[src/rtl/ppr_pkg.sv]
// shared types, codes and constants of the note priority pitch unit
package ppr_pkg;

  // event kinds
  localparam logic [1:0] OP_NOTE_ON  = 2'd0;
  localparam logic [1:0] OP_NOTE_OFF = 2'd1;
  localparam logic [1:0] OP_WHEEL    = 2'd2;

  // configuration register indexes
  localparam logic [1:0] REG_ROOT_NOTE  = 2'd0;
  localparam logic [1:0] REG_FINE_TUNE  = 2'd1;
  localparam logic [1:0] REG_BEND_RANGE = 2'd2;

  // priority encoder grouping
  localparam int GROUP_SIZE = 16;
  localparam int GROUP_BITS = 4;

  // pitch offset in units of 1/819200 semitone
  localparam int UNITS_PER_SEMI = 819200;
  localparam int UNITS_PER_CENT = 8192;
  localparam int BEND_SCALE     = 100;
  localparam int WHEEL_CENTRE   = 8192;
  localparam int OCT_BIAS       = 16;
  localparam int OCT_BIAS_UNITS = 157286400;
  localparam int UNIT_BITS      = 28;

  // one octave is 2^16 * 75 * 2 units
  localparam int          DIV_75    = 75;
  localparam logic [31:0] RECIP_75  = 32'd57266230;
  localparam logic [31:0] LN2_Q32   = 32'hB17217F7;
  localparam int          SERIES_TERMS = 12;

  typedef struct packed {
    logic       held;
    logic [6:0] top;
    logic       trig;
  } ppr_tag_t;

  typedef struct packed {
    ppr_tag_t    tag;
    logic [4:0]  octave;
    logic [31:0] frac_y;
    logic [31:0] term;
    logic [32:0] sum;
  } ppr_ser_t;

  // floor(2^32 / k) for the series divisors
  function automatic logic [31:0] ppr_recip(input logic [3:0] k);
    logic [31:0] r;
    case (k)
      4'd2:    r = 32'd2147483648;
      4'd3:    r = 32'd1431655765;
      4'd4:    r = 32'd1073741824;
      4'd5:    r = 32'd858993459;
      4'd6:    r = 32'd715827882;
      4'd7:    r = 32'd613566756;
      4'd8:    r = 32'd536870912;
      4'd9:    r = 32'd477218588;
      4'd10:   r = 32'd429496729;
      4'd11:   r = 32'd390451572;
      4'd12:   r = 32'd357913941;
      default: r = 32'd0;
    endcase
    return r;
  endfunction

endpackage

[src/rtl/ppr_notes.sv]
// held note map, wheel position and two-level highest note encoder
module ppr_notes #(
  parameter int NOTE_COUNT = 128
) (
  input  logic              clk,
  input  logic              rst,
  input  logic              accept,
  input  logic [1:0]        en,
  input  logic [1:0]        operation,
  input  logic [6:0]        note_number,
  input  logic [13:0]       wheel_value,
  output ppr_pkg::ppr_tag_t tag,
  output logic [13:0]       wheel
);
  import ppr_pkg::*;

  localparam int GROUPS   = (NOTE_COUNT + GROUP_SIZE - 1) / GROUP_SIZE;
  localparam int MAP_BITS = GROUPS * GROUP_SIZE;

  logic [NOTE_COUNT-1:0] held;
  logic [NOTE_COUNT-1:0] held_next;
  logic [13:0]           wheel_pos;
  logic [13:0]           wheel_pos_next;
  logic                  trig_next;
  logic                  note_ok;
  logic [MAP_BITS-1:0]   map_pad;
  logic [GROUPS-1:0]     grp_any_next;
  logic [GROUP_BITS-1:0] grp_idx_next [GROUPS];

  logic [GROUPS-1:0]     grp_any;
  logic [GROUP_BITS-1:0] grp_idx [GROUPS];
  logic                  trig_s1;
  logic [13:0]           wheel_s1;
  logic [6:0]            top_next;

  assign note_ok = ({1'b0, note_number} < 8'(NOTE_COUNT));

  always_comb begin
    held_next      = held;
    wheel_pos_next = wheel_pos;
    trig_next      = 1'b0;
    if (accept) begin
      unique case (operation)
        OP_NOTE_ON: begin
          for (int i = 0; i < NOTE_COUNT; i++) begin
            if (note_number == 7'(i)) held_next[i] = 1'b1;
          end
          trig_next = note_ok;
        end
        OP_NOTE_OFF: begin
          for (int i = 0; i < NOTE_COUNT; i++) begin
            if (note_number == 7'(i)) held_next[i] = 1'b0;
          end
        end
        OP_WHEEL: wheel_pos_next = wheel_value;
        default: ;
      endcase
    end
  end

  // first level: highest set bit inside each group of sixteen
  always_comb begin
    map_pad = '0;
    map_pad[NOTE_COUNT-1:0] = held_next;
    for (int g = 0; g < GROUPS; g++) begin
      grp_any_next[g] = |map_pad[g*GROUP_SIZE +: GROUP_SIZE];
      grp_idx_next[g] = '0;
      for (int j = 0; j < GROUP_SIZE; j++) begin
        if (map_pad[g*GROUP_SIZE + j]) grp_idx_next[g] = GROUP_BITS'(j);
      end
    end
  end

  // second level: highest group wins
  always_comb begin
    top_next = '0;
    for (int g = 0; g < GROUPS; g++) begin
      if (grp_any[g]) top_next = 7'((g << GROUP_BITS) + int'(grp_idx[g]));
    end
  end

  always_ff @(posedge clk) begin
    if (rst) begin
      held      <= '0;
      wheel_pos <= 14'(WHEEL_CENTRE);
    end else begin
      held      <= held_next;
      wheel_pos <= wheel_pos_next;
    end
  end

  always_ff @(posedge clk) begin
    if (en[0]) begin
      grp_any  <= grp_any_next;
      grp_idx  <= grp_idx_next;
      trig_s1  <= trig_next;
      wheel_s1 <= wheel_pos_next;
    end
    if (en[1]) begin
      tag.held <= |grp_any;
      tag.top  <= top_next;
      tag.trig <= trig_s1;
      wheel    <= wheel_s1;
    end
  end

endmodule

[config.mk]
export PLATFORM = sky130hd
export DESIGN_NAME = ppr_notes
export DESIGN_NICKNAME = d
export VERILOG_FILES = /design/src/rtl/ppr_pkg.sv /design/src/rtl/ppr_notes.sv
export SDC_FILE = /design/constraint.sdc
export NUM_CORES = 1
export LEC_CHECK = 0
export ABC_CLOCK_PERIOD_IN_PS = 3900
export BUFFER_PORTS_ARGS = -buffer_cell sky130_fd_sc_hd__buf_4
export CAP_MARGIN = 20
export CORE_UTILIZATION = 50
export CTS_CLUSTER_SIZE = 10
export DETAILED_ROUTE_END_ITERATION = 10
export PLACE_DENSITY_LB_ADDON = 0.08
export RECOVER_POWER = 50
export SYNTH_ARGS = -nofsm -noshare
export SYNTH_HDL_FRONTEND = slang
export SYNTH_SLANG_ARGS = --single-unit
[constraint.sdc]
create_clock -name clk -period 3.9 [get_ports clk]
set_clock_uncertainty 0.1 [all_clocks]
set_input_delay 0.585 -clock clk [delete_from_list [all_inputs] [get_ports clk]]
set_output_delay 0.585 -clock clk [all_outputs]
set_load 0.02 [all_outputs]
# After elaboration in Yosys (flattened, before gate mapping)
# Cells that the tools add are included.
# totals
register_bits	220
inputBits	28
out_inout_bits	23
wordCells	593
# op_classes
n_addsub	7
n_eq_ne	129
muxes	381
reduce_logical	35
# op_table
operator	count
$eq A7 B7 Y1 const B	64
$mux W1	273
$pmux W128 S2	1
$eq A7 B6 Y1 const B	32
$mux W4	49
$mux W128	1
$reduce_or A16 Y1	8
$eq A7 B5 Y1 const B	16
$mux W3	32
$reduce_or A8 Y1	9
$eq A7 B4 Y1 const B	8
$mux W7	7
$mux W2	16
$reduce_or A4 Y1	8
$add A7 B4 Y7 const A	4
$eq A7 B3 Y1 const B	4
$mux W14	2
$reduce_or A2 Y1	8
$add A6 B4 Y7 const A	2
$eq A7 B2 Y1 const B	2
$eq A7 B1 Y1 const B	1
$logic_not A7 Y1	1
$add A5 B4 Y6 const A	1
$eq A2 B1 Y1 const B	1
other kinds (2)	2

# Depth between registers and ports, before layout
# logic_depth
depth_word	18
depth_mapped	10
depth_no_buf	6

# Worst setup path after synthesis
# OpenSTA, ideal clock, no wires.
# synth_path
path_type	input to register
startpoint	input operation[0]
endpoint	register grp_any[0] (data pin)
setup_time_ns	0.272
arrival_ns	2.676
t_required_ns	3.528
setup_slack_ns	0.852
stages	8
n_path_buf	2
path_cell_list	buf_4 > or4b_1 > buf_2 > a2111oi_2 > nor3_1 > or3_1 > nand3b_4 > or4b_1
# synth_between
elab_chain_cells	4
word_cells_on_any_way	5
# synth_rtl
item	line_no	source
from (decl)	ppr_notes.sv:9	input logic [1:0] operation,
$eq A2 B1 Y1 / $logic_not A2 Y1 (equally long branches)	ppr_notes.sv:43	unique case (operation)
$pmux W128 S2 (*)	ppr_notes.sv:43	
$mux W128 (*)	ppr_notes.sv:42	if (accept) begin
$reduce_or A16 Y1 (*)	ppr_notes.sv:66	grp_any_next[g] = |map_pad[g*GROUP_SIZE +: GROUP_SIZE];
named net grp_any_next[0]	ppr_notes.sv:27	logic [GROUPS-1:0] grp_any_next;
to (signal assigned)	ppr_notes.sv:94	grp_any <= grp_any_next;
to (decl)	ppr_notes.sv:30	logic [GROUPS-1:0] grp_any;
# The timed path passes the listed nets; every way through them passes the cells marked *.
# A chain may end at the register's enable or synchronous reset.

# Worst setup path in the final report
# layout_path
startpoint	input note_number[0]
endpoint	register grp_any[7] (data pin)
# layout_between
elab_chain_cells	5
word_cells_on_any_way	51
# layout_rtl
item	line_no	source
from (decl)	ppr_notes.sv:10	input logic [6:0] note_number,
$eq A7 B7 Y1	ppr_notes.sv:46, ppr_notes.sv:52	
$mux W1 (on tied branches)	ppr_notes.sv:52, ppr_notes.sv:46	
$pmux W128 S2 (*)	ppr_notes.sv:43	
$mux W128 (*)	ppr_notes.sv:42	
$reduce_or A16 Y1 (*)	ppr_notes.sv:66	
named net grp_any_next[7]	ppr_notes.sv:27	
# Marked as above.

==> results.yml <==
synthesis:
  synth_adder_area_share_pct: 0
  synth_seq_cells: 220
  muxShareOfSynthArea_pct: 3.64
  synth_compound_area_share_pct: 30.8
  synth_xor_area_share_pct: 0.0684
  ys.flop_type: "dfxtp_1"
  ys_types: 75
  synth-simple-area-share_pct: 19.9
  synth_edf_count: 78
  syn-num-nets: 1482
  synthesis.area_um2: 12800
  syn_inst: 1454
  seq_area_frac_synth_pct: 40.5
  syn-mean-instance-area_um2: 8.81
  yosys_warnings: 0
  synth_top_family_by_area: "compound AO/OA/AOI/OAI gates"
  synthArstFlopShare_pct: 0
worst_setup_path:
  endpoint_kind: "register"
  slowest_delay_ns: 0.65
  worstSetupPathType: "in -> reg"
  path_delay_family: "simple AND/OR/NAND/NOR gates"
  setup.worst_path.start: "note_number[0]"
  ff2ff_setup_slack_ns: 1.21
  r2r-start: "held[121]"
  required_ns: 4.07
  cp-start-kind: "input pin"
  crit_chain: "clkbuf_1, or2_1, or2_0, o31ai_1, or3_1, or4_4, or4b_1"
  critPathSlowestCell: "clkbuf_1"
  arrival_ns: 3.51
  critPathMaxFanout: 18
  worst-path-buf-inv: 1
routing:
  via_per_inst: 6.77
  ant_nets: 0
  num_vias: 12200
  wire_per_inst_um: 23.6
  wirelength_mm: 42.4
  drc: 0
  drt_iter0_drc: 1456
  drtPass1Iterations: 5
placed_design:
  gp_congestion: 0.952
  dp_hpwl_mm: 29.2
  port_buffers: 50
  dpl.cell_count: 1747
clock_tree:
  cts_buffers: 27
  cts_sinks: 220
  root_buffer: "clkbuf_16"
  post_cts_buffers: 0
  clk_pin_slew_ns: 0.06
  insertion_delay_ns: 0.54
  tritoncts: "done"
  htree_levels: 1
  ctsHoldBuffers: 0
  clockBufferDepth: 3
  post_cts_resized: 0
global_routing:
  first_global_vias: 11100
  grt_usage_pct: 32.0
  busiest_layer: "met2"
  grt_use_met3_pct: 3.91
  grt_pass1_wl_mm: 65.3
  antenna_found_initial: 0
  grt_max_degree: 79
  globalRouteMet1Util_pct: 44.3
  use_met2_pct: 51.4
  overflow: 0
timing:
  finalSetupTns_ns: 0
  rsz0062_at_grt: "no"
  tightest_slew_ns: 3.12
  fmax_mhz: 299
  setup_viol: 0
  fin_crit_sh_pct: 85.6
  final-max-slew-violation-count: 56
  finalCriticalPeriod_ns: 3.34
  finalHoldViolations: 0
  max_slew_margin_pct: -108
pwr:
  pwr-share-seq_pct: 47.1
  leakage_nw: 4.64
  p_total_mw: 5.23
  switching_share_pct: 25.1
  power_density_nw_per_um2: 367
  vdd_drop_max_mv: 0.318
  comb_power_share_pct: 8.7
  clockPowerShare_pct: 44.2
  p_int_mw: 3.92
  power.switching_mw: 1.31
min_path:
  hold_start: "wheel_value[7]"
  hold_path_class: "in -> reg"
finish:
  drive_gt1_share_pct: 11.1
  fin_cells: 1795
  antennaDiodeCount: 0
  final_common_cell: "dfxtp_1"
  final_cell_mix: "dfxtp_1 (142), o21ai_0 (136), a21oi_1 (115), o31ai_1 (86), buf_4 (79)"
  finalNetCount: 1474
  syn_to_final_growth_pct: 11.1
status:
  violations: "capacitance limit, slew limit"
  status: "finished with violations"
floorplan:
  die-width_um: 162
  ioPinCount: 51
  core_um2: 25200
  die_h_um: 162
  start_util_pct: 50.9
  std_cell_rows: 58
  dieArea_um2: 26300
run:
  maxCapViolCount: 1
[logic make-up after synthesis]
group | Yosys count
mux | 44
compound gates | 578
buf+inv | 170
xor+xnor | 1
simple gates | 441
flops | 220
[cell usage after synthesis, types with 11 or more instances]
cell	instances	area, µm²
dfxtp_1	142	2840
o21ai_0	136	681
clkbuf_1	128	480
a21oi_1	115	576
o31ai_1	86	646
edfxtp_1	78	2340
nand2_1	74	278
nor2_1	73	274
or3_1	66	413
nor2b_1	55	344
a211oi_1	32	240
mux2i_1	23	230
mux2_2	21	236
nor4_1	21	131
o211ai_1	21	158
inv_1	19	71.3
nor3_1	19	95.1
nand2b_1	18	113
a2bb2oi_1	17	149
o32ai_1	17	149
nand4_1	15	93.8
buf_2	14	70.1
o31a_1	14	123
o41ai_1	13	114
a311o_1	12	120
a311oi_1	12	105
and3b_1	12	105
o21a_1	11	82.6
[through the flow]
step | worst slack, ns | utilization (%) | hold slack, ns | area [µm²]
3_5_place_dp | 0.476 | 53.8 | 0.306 | 13500
6_report | 0.561 | 56.5 | 0.252 | 14200
2_1_floorplan | 0.852 | - | 0.300 | 12800
5_1_grt | 0.476 | 56.5 | 0.265 | 14200
4_1_cts | 1.03 | 57.0 | 0.255 | 14400
3_3_place_gp | 0.550 | 53.8 | 0.301 | 13500
[final cells by class]
class | count | area [µm²]
fillers | 2340 | 11000
multi-input cells | 1064 | 6970
flip-flops and latches | 220 | 5180
repair buffers | 114 | 790
clock buffers | 44 | 779
well taps | 330 | 413
inverters | 19 | 71.3
clock inverters | 4 | 23.8
[flip-flops by register name, summed over array words and instances, names as in the netlist]
name,count
trig_s1,1
tag,9
wheel_s1,14
wheel,14
wheel_pos,14
grp_idx,32
grp_any,8
held,128
[worst paths after layout]
check | to | cells after the start
min reg2reg | wheel[4] | 0
min | wheel_s1[7] | 2
max reg2reg | grp_any[7] | 6
max | grp_any[7] | 7
[metal layers]
layer	share of wire [%]	vias to the layer above	wire length [µm]
li1	-	5642	-
met4	3.3	0	1400
met2	46	564	19400
met5	0	-	0
met1	43	5844	18400
met3	7.5	100	3200
[power by group through the flow]
stage	clock, mW	sequential, mW	combinational (mW)
global route	2.43	2.47	0.481
finish	2.31	2.46	0.454
detailed placement	0	2.51	0.458
global placement	0	2.51	0.455
floorplan	0	2.51	0.262
CTS	2.34	2.46	0.460
Note: power is estimated with default switching activity, not from simulation.
