## src/rtl/ppr_pkg.sv

```systemverilog
// shared types, codes and constants of the note priority pitch unit
package ppr_pkg;

  // event kinds
  localparam logic [1:0] OP_NOTE_ON  = 2'd0;
  localparam logic [1:0] OP_NOTE_OFF = 2'd1;
  localparam logic [1:0] OP_WHEEL    = 2'd2;

  // configuration register indexes
  localparam logic [1:0] REG_ROOT_NOTE  = 2'd0;
  localparam logic [1:0] REG_FINE_TUNE  = 2'd1;
  localparam logic [1:0] REG_BEND_RANGE = 2'd2;

  // priority encoder grouping
  localparam int GROUP_SIZE = 16;
  localparam int GROUP_BITS = 4;

  // pitch offset in units of 1/819200 semitone
  localparam int UNITS_PER_SEMI = 819200;
  localparam int UNITS_PER_CENT = 8192;
  localparam int BEND_SCALE     = 100;
  localparam int WHEEL_CENTRE   = 8192;
  localparam int OCT_BIAS       = 16;
  localparam int OCT_BIAS_UNITS = 157286400;
  localparam int UNIT_BITS      = 28;

  // one octave is 2^16 * 75 * 2 units
  localparam int          DIV_75    = 75;
  localparam logic [31:0] RECIP_75  = 32'd57266230;
  localparam logic [31:0] LN2_Q32   = 32'hB17217F7;
  localparam int          SERIES_TERMS = 12;

  typedef struct packed {
    logic       held;
    logic [6:0] top;
    logic       trig;
  } ppr_tag_t;

  typedef struct packed {
    ppr_tag_t    tag;
    logic [4:0]  octave;
    logic [31:0] frac_y;
    logic [31:0] term;
    logic [32:0] sum;
  } ppr_ser_t;

  // floor(2^32 / k) for the series divisors
  function automatic logic [31:0] ppr_recip(input logic [3:0] k);
    logic [31:0] r;
    case (k)
      4'd2:    r = 32'd2147483648;
      4'd3:    r = 32'd1431655765;
      4'd4:    r = 32'd1073741824;
      4'd5:    r = 32'd858993459;
      4'd6:    r = 32'd715827882;
      4'd7:    r = 32'd613566756;
      4'd8:    r = 32'd536870912;
      4'd9:    r = 32'd477218588;
      4'd10:   r = 32'd429496729;
      4'd11:   r = 32'd390451572;
      4'd12:   r = 32'd357913941;
      default: r = 32'd0;
    endcase
    return r;
  endfunction

endpackage

```

## src/rtl/ppr_octave.sv

```systemverilog
// pitch offset, split into octave and fraction, fraction times ln2
module ppr_octave (
  input  logic              clk,
  input  logic [5:0]        en,
  input  ppr_pkg::ppr_tag_t tag_in,
  input  logic [13:0]       wheel,
  input  logic [6:0]        root_note,
  input  logic signed [6:0] fine_tune_cents,
  input  logic [2:0]        bend_range,
  output ppr_pkg::ppr_ser_t ser
);
  import ppr_pkg::*;

  logic signed [8:0]  note_diff;
  logic signed [14:0] wheel_off;
  logic signed [18:0] bend_off;
  logic signed [31:0] u_full;

  ppr_tag_t               tag_s3, tag_s4, tag_s5, tag_s6, tag_s7;
  logic [UNIT_BITS-1:0]   u_s3, u_s4;
  logic [59:0]            prod1;
  logic [21:0]            a0;
  logic [UNIT_BITS-1:0]   a0_x;
  logic [UNIT_BITS-1:0]   r0;
  logic [21:0]            a_s5, a_s6;
  logic [6:0]             b_s5, b_s6;
  logic [53:0]            prod2;
  logic [21:0]            v6;
  logic [14:0]            g0;
  logic [21:0]            rg;
  logic [14:0]            g;
  logic [4:0]             oct_s7;
  logic [31:0]            frac_s7;
  logic [63:0]            y_prod;

  assign note_diff = signed'({2'b00, tag_in.top}) - signed'({2'b00, root_note});
  assign wheel_off = signed'({1'b0, wheel}) - 15'sd8192;
  assign bend_off  = 19'(wheel_off) * 19'(signed'({1'b0, bend_range}));
  assign u_full    = 32'(note_diff) * UNITS_PER_SEMI
                   + 32'(fine_tune_cents) * UNITS_PER_CENT
                   + 32'(bend_off) * BEND_SCALE
                   + OCT_BIAS_UNITS;

  // u = 75a + b, reciprocal estimate is low by at most one
  assign a0   = prod1[53:32];
  assign a0_x = UNIT_BITS'({6'b0, a0} * 28'd75);
  assign r0   = u_s4 - a0_x;

  // g = floor(b * 2^15 / 75)
  assign v6 = {b_s6, 15'b0};
  assign g0 = prod2[46:32];
  assign rg = v6 - 22'({7'b0, g0} * 22'd75);
  assign g  = (rg[7:0] >= 8'(DIV_75)) ? g0 + 15'd1 : g0;

  assign y_prod = {32'b0, frac_s7} * {32'b0, LN2_Q32};

  always_ff @(posedge clk) begin
    if (en[0]) begin
      tag_s3 <= tag_in;
      u_s3   <= u_full[UNIT_BITS-1:0];
    end
    if (en[1]) begin
      tag_s4 <= tag_s3;
      u_s4   <= u_s3;
      prod1  <= {32'b0, u_s3} * {28'b0, RECIP_75};
    end
    if (en[2]) begin
      tag_s5 <= tag_s4;
      if (r0[7:0] >= 8'(DIV_75)) begin
        a_s5 <= a0 + 22'd1;
        b_s5 <= 7'(r0[7:0] - 8'(DIV_75));
      end else begin
        a_s5 <= a0;
        b_s5 <= r0[6:0];
      end
    end
    if (en[3]) begin
      tag_s6 <= tag_s5;
      a_s6   <= a_s5;
      b_s6   <= b_s5;
      prod2  <= {32'b0, b_s5, 15'b0} * {22'b0, RECIP_75};
    end
    if (en[4]) begin
      tag_s7  <= tag_s6;
      oct_s7  <= a_s6[21:17];
      frac_s7 <= {a_s6[16:0], g};
    end
    if (en[5]) begin
      ser.tag    <= tag_s7;
      ser.octave <= oct_s7;
      ser.frac_y <= y_prod[63:32];
      ser.term   <= y_prod[63:32];
      ser.sum    <= {1'b1, y_prod[63:32]};
    end
  end

endmodule

```

## config.mk

```make
export PLATFORM = sky130hd
export DESIGN_NAME = ppr_octave
export DESIGN_NICKNAME = d
export VERILOG_FILES = /design/src/rtl/ppr_pkg.sv /design/src/rtl/ppr_octave.sv
export SDC_FILE = /design/constraint.sdc
export NUM_CORES = 2
export LEC_CHECK = 0
export ABC_CLOCK_PERIOD_IN_PS = 10240
export CORE_MARGIN = 1.5
export CORE_UTILIZATION = 42
export CTS_BUF_LIST = sky130_fd_sc_hd__clkbuf_16
export DETAILED_ROUTE_END_ITERATION = 10
export DONT_BUFFER_PORTS = 1
export GPL_ROUTABILITY_DRIVEN = 0
export PLACE_DENSITY = 0.65
export SLEW_MARGIN = 20
export SYNTH_ARGS = -nofsm -noshare
export SYNTH_HDL_FRONTEND = slang
export SYNTH_SLANG_ARGS = --single-unit
```

## constraint.sdc

```tcl
create_clock -name clk -period 10.24 [get_ports clk]
set_clock_uncertainty 0.05 [all_clocks]
set_input_delay 0.512 -clock clk [delete_from_list [all_inputs] [get_ports clk]]
set_output_delay 0.512 -clock clk [all_outputs]
set_load 0.005 [all_outputs]
```

# == Yosys cells after proc, flatten, opt, wreduce, memory -nomap -nowiden ==
# Index checks and enable logic that the tools add are counted.
# W data, S select, Z words.
# op_classes
addsub,10
multipliers,8
order_cmp,2
muxes,3
# op_table
operator,n
$mul A32 B32 Y64 const B,1
$mul A28 B25 Y53 const B,1
$mul A7 B25 Y31 const B,1
$add A28 B20 Y28,1
$add A28 B27 Y28,1
$add A28 B28 Y28 const B,1
$mul A19 B6 Y25 const B,1
$add A22 B1 Y22 const B,1
$mul A22 B7 Y8 const B,1
$mux W22,1
$mul A15 B4 Y19,1
$ge A8 B7 Y1 const B,2
$add A15 B1 Y15 const B,1
$mul A15 B7 Y8 const B,1
$mux W15,1
$sub A14 B14 Y15 const B,1
$mul A8 B6 Y13 const B,1
$sub A1 B8 Y8 const A,1
$sub A7 B7 Y8,1
$sub A8 B8 Y8,1
$mux W7,1
$sub A7 B7 Y7 const B,1
# totals
reg_bits,299
input_bits,47
output_inout_bits,111
word_cells,52

# == Longest topological paths before layout ==
# logic_depth
ltp_word,5
ltp_mapped,38
ltp_nobuf,37

# == Worst setup path after synthesis ==
# OpenSTA, ideal clock, no wires.
# synth_timing
path_type,input-to-reg
start,in bend_range[1]
end,reg u_s3[27] (data pin)
setup_time_ns,0.263
t_arrival_ns,8.162
t_required_ns,9.927
slack_ns,1.765
cell_stages,34
path_buffers,1
cell_sequence,clkbuf_1 > and2_1 > ha_1 > fa_1 > inv_1 > fa_1 > nor2b_1 > o21a_1 > nor2_1 > xnor2_1 > fa_1 > ha_1 > fa_1 > a21o_1 > a21oi_1 > o21bai_1 > a2111oi_2 > nor3b_1 > o21a_1 > o21ai_1 > o21a_1 > fa_1 > ha_1 > ha_1 > a21o_1 > a21oi_1 > o21bai_1 > a21oi_1 > nor2b_1 > o21a_1 > o31a_1 > o41ai_1 > xnor2_1 > xor2_1
# synth_via
elab_chain_len,4
# synth_rtl
element,line,text
from (decl),ppr_octave.sv:9,"input logic [2:0] bend_range,"
$mul A15 B4 Y19,ppr_octave.sv:38,"assign bend_off = 19'(wheel_off) * 19'(signed'({1'b0, bend_range}));"
$mul A19 B6 Y25,ppr_octave.sv:41,+ 32'(bend_off) * BEND_SCALE
$add A28 B27 Y28,ppr_octave.sv:41,
$add A28 B28 Y28,ppr_octave.sv:42,+ OCT_BIAS_UNITS;
named net u_full[27],ppr_octave.sv:17,logic signed [31:0] u_full;
to (signal assigned),ppr_octave.sv:60,u_s3 <= u_full[UNIT_BITS-1:0];
to (decl),ppr_octave.sv:20,"logic [UNIT_BITS-1:0] u_s3, u_s4;"
# The timed path passes the listed nets, and every way through them passes these cells.
# A chain may end at the register's enable or synchronous reset.

# == Final worst setup path ==
# layout_timing
start,reg frac_s7[17]
end,reg ser[24] (netlist name) (data pin)
# layout_via
elab_chain_len,1
# layout_rtl
element,line,text
from (decl),ppr_octave.sv:33,logic [31:0] frac_s7;
from (signal assigned),ppr_octave.sv:86,"frac_s7 <= {a_s6[16:0], g};"
$mul A32 B32 Y64,ppr_octave.sv:55,"assign y_prod = {32'b0, frac_s7} * {32'b0, LN2_Q32};"
named net y_prod[56],ppr_octave.sv:34,logic [63:0] y_prod;
to (decl),ppr_octave.sv:10,output ppr_pkg::ppr_ser_t ser
# The timed path passes the listed nets, and every way through them passes these cells.

==> impl_metrics.ini <==
[yosys]
synth_warnings = 0
synth-seq-area-share_pct = 16.61
syn_area_mm2 = 0.04483
synth_edf_count = 248
synthFlopType = edfxtp_1
syn-num-nets = 5853
synth.avg_cell_area_um2 = 10.71
synthDistinctLibCells = 69
syn_inst = 4187
ys_seq_elements = 248
async_flop_share_pct = 0

[sta]
rsz0062_at_grt = false
finalSetupTns_ps = 0
setup_violations = 0
final_hold_viol_count = 0
slew_headroom_pct = 33.92
finalCritPeriodShare_pct = 83.35
clock.fmax_ghz = 0.1172
fin_crit_ps = 8535
tightest_slew_ps = 991.2
slew_viol_final = 0
fin_ws_ps = 1705

[cells_and_area]
syn_to_final_growth_pct = 5.736
drive_gt1_share_pct = 2.074
fill_cells = 9795
regArea_mm2 = 0.007447
antenna_cells = 0
multi_input_comb_area_mm2 = 0.03206
nets = 5836
final_common_cell = inv_1
mostFrequentLayoutCells = inv_1, ha_1, fa_1

[run_status]
status = finished clean

[clock_network]
cts_htree_levels = 1
cts_resized = 0
clkSinkCount = 248
cts_tree = yes
cts_setup_buffers = 0
ctsHoldBuffers = 15
clockBufferDepth = 3
cts_made_buffers = 31
cts-root-buf = clkbuf_16
worstSkewPairLatency_ps = 630
clk_pin_slew_ps = 70

[global_routing]
overflow = 0
grt_first_pass_wirelength_mm = 147.1
grt_usage_pct = 17.01
antenna_found_initial = 1
grt_pass1_vias = 28941
grt_max_degree = 47

[floorplanning]
die_area_mm2 = 0.1087
core_area_mm2 = 0.1056
rows = 119
start_util_pct = 42.47
io_pins = 158
fp.dieH_um = 329.7
dieWidth_um = 329.7

[detailed_routing]
vias_per_cell = 4.783
dr_total_vias = 26720
drt_pass1_iterations = 5
drc = 0
drtIter0Drc = 1197
routedWlPerCell_um = 15.81
postRouteAntennaNets = 0
wl_mm = 88.32

[worst_setup_path]
start_kind = flop
crit_fanout = 10
r2r_slack_ps = 1710
cp-end-kind = flop
arrival_ps = 8830
critical_path_class = reg -> reg
required_ps = 10530

[place]
io_buffer_count = 0
dp_hpwl_mm = 77.86
post-place-ws_ps = 1213

[worst_hold_path]
hold_class = in -> reg

[job]
drv_cap = 0
==> area by class of cell <==
class	instances	area share, %
Multi-Input combinational cell	2587	67.64
Sequential cell	248	15.71
Inverter	1280	10.14
Tap cell	1391	3.672
Clock buffer	31	1.637
Clock inverter	27	0.6071
Timing Repair Buffer	22	0.6018
==> sequential cells by signal (all words and copies together) (netlist names) <==
signal   count
u_s4         6
a_s5        22
tag_s3       9
b_s5         7
tag_s4       9
oct_s7       5
tag_s5       9
tag_s6       9
prod2       15
tag_s7       9
prod1       22
u_s3        26
a_s6        22
ser         46
frac_s7     32
==> layer usage <==
metal  global-route usage, %  wire [um]  vias to the layer above
li1                        -          -                    13021
met1                   21.11      37340                    13208
met2                   30.65      44550                      389
met3                   3.015       4262                      100
met4                   3.849       2156                        2
met5                       0         11                        -
==> path summary, 6_finish.rpt <==
path / from / endpoint / depth (start not counted)
max: frac_s7[17]$_DFFE_PP_ / ser[24]$_DFFE_PP_ / 25
min: fine_tune_cents[0] / u_s3[13]$_DFFE_PP_ / 1
max reg2reg: frac_s7[17]$_DFFE_PP_ / ser[24]$_DFFE_PP_ / 25
min reg2reg: a_s6[5]$_DFFE_PP_ / frac_s7[20]$_DFFE_PP_ / 0
==> cells by family after synthesis <==
kind of cell,after synthesis,share of synthesized area (%)
flip-flops,248,16.61
multiplexers,5,0.1228
buffers and inverters,1352,11.87
XOR/XNOR,193,3.771
AO/OA/AOI/OAI,397,5.853
adder cells (fa/ha/maj),1619,57.58
other,1,0.008365
AND/OR/NAND/NOR,372,4.181
==> worst max-delay path, stage by stage, from the launching register on <==
cell and delay [ps]:
edfxtp_1 720, fa_1 730, inv_1 70, fa_1 500, fa_1 530, inv_1 50, fa_1 470, inv_1 50
fa_1 490, inv_1 50, fa_1 510, fa_1 500, inv_1 50, fa_1 530, inv_1 60, ha_1 310
a21oi_1 150, nor2b_1 50, o21ai_0 160, o211ai_1 210, o211ai_1 300, nand4_1 380, a31oi_1 720, o21ai_0 280
a21oi_1 230, xnor2_1 80
==> synthesized netlist by cell type (5+ instances only) <==
cell      instances  area (um^2)
a211oi_1         13        97.59
a21boi_0          6        45.04
a21o_1           72        540.5
a21oi_1         115        575.6
a221oi_1          5        43.79
a31oi_1          12        75.07
and2_1           35        219.0
and3_1           20        125.1
and4_1            6        52.55
buf_4            65        488.0
edfxtp_1        248         7447
fa_1            740        14810
ha_1            879        11000
inv_1          1280         4805
nand2_1          76        285.3
nand2b_1         19        118.9
nand3_1          35        175.2
nand4_1          21        131.4
nor2_1           84        315.3
nor2b_1          16        100.1
nor3_1           34        170.2
o21a_1           23        172.7
o21ai_0          67        335.3
o21bai_1         20        150.1
or3_1            10        62.56
xnor2_1         147         1287
xor2_1           46        402.9
==> per-stage QoR <==
stage | area (um^2) | utilization (%) | std cells | hold WS [ps]
final | 47400 | 44.90 | 5586 | 88.28
after global routing | 47400 | 44.90 | 5586 | 66.84
after CTS | 47400 | 44.90 | 5586 | 46.13
after detailed placement | 46100 | 43.67 | 5513 | 354.5
after global placement | 46100 | 43.67 | 5513 | 350.5
after floorplan | 44830 | - | 4187 | 350.3
Power is left out: the tool's default activity adds up to more than one toggle a clock period on the data nets, which glitch-free logic cannot reach.
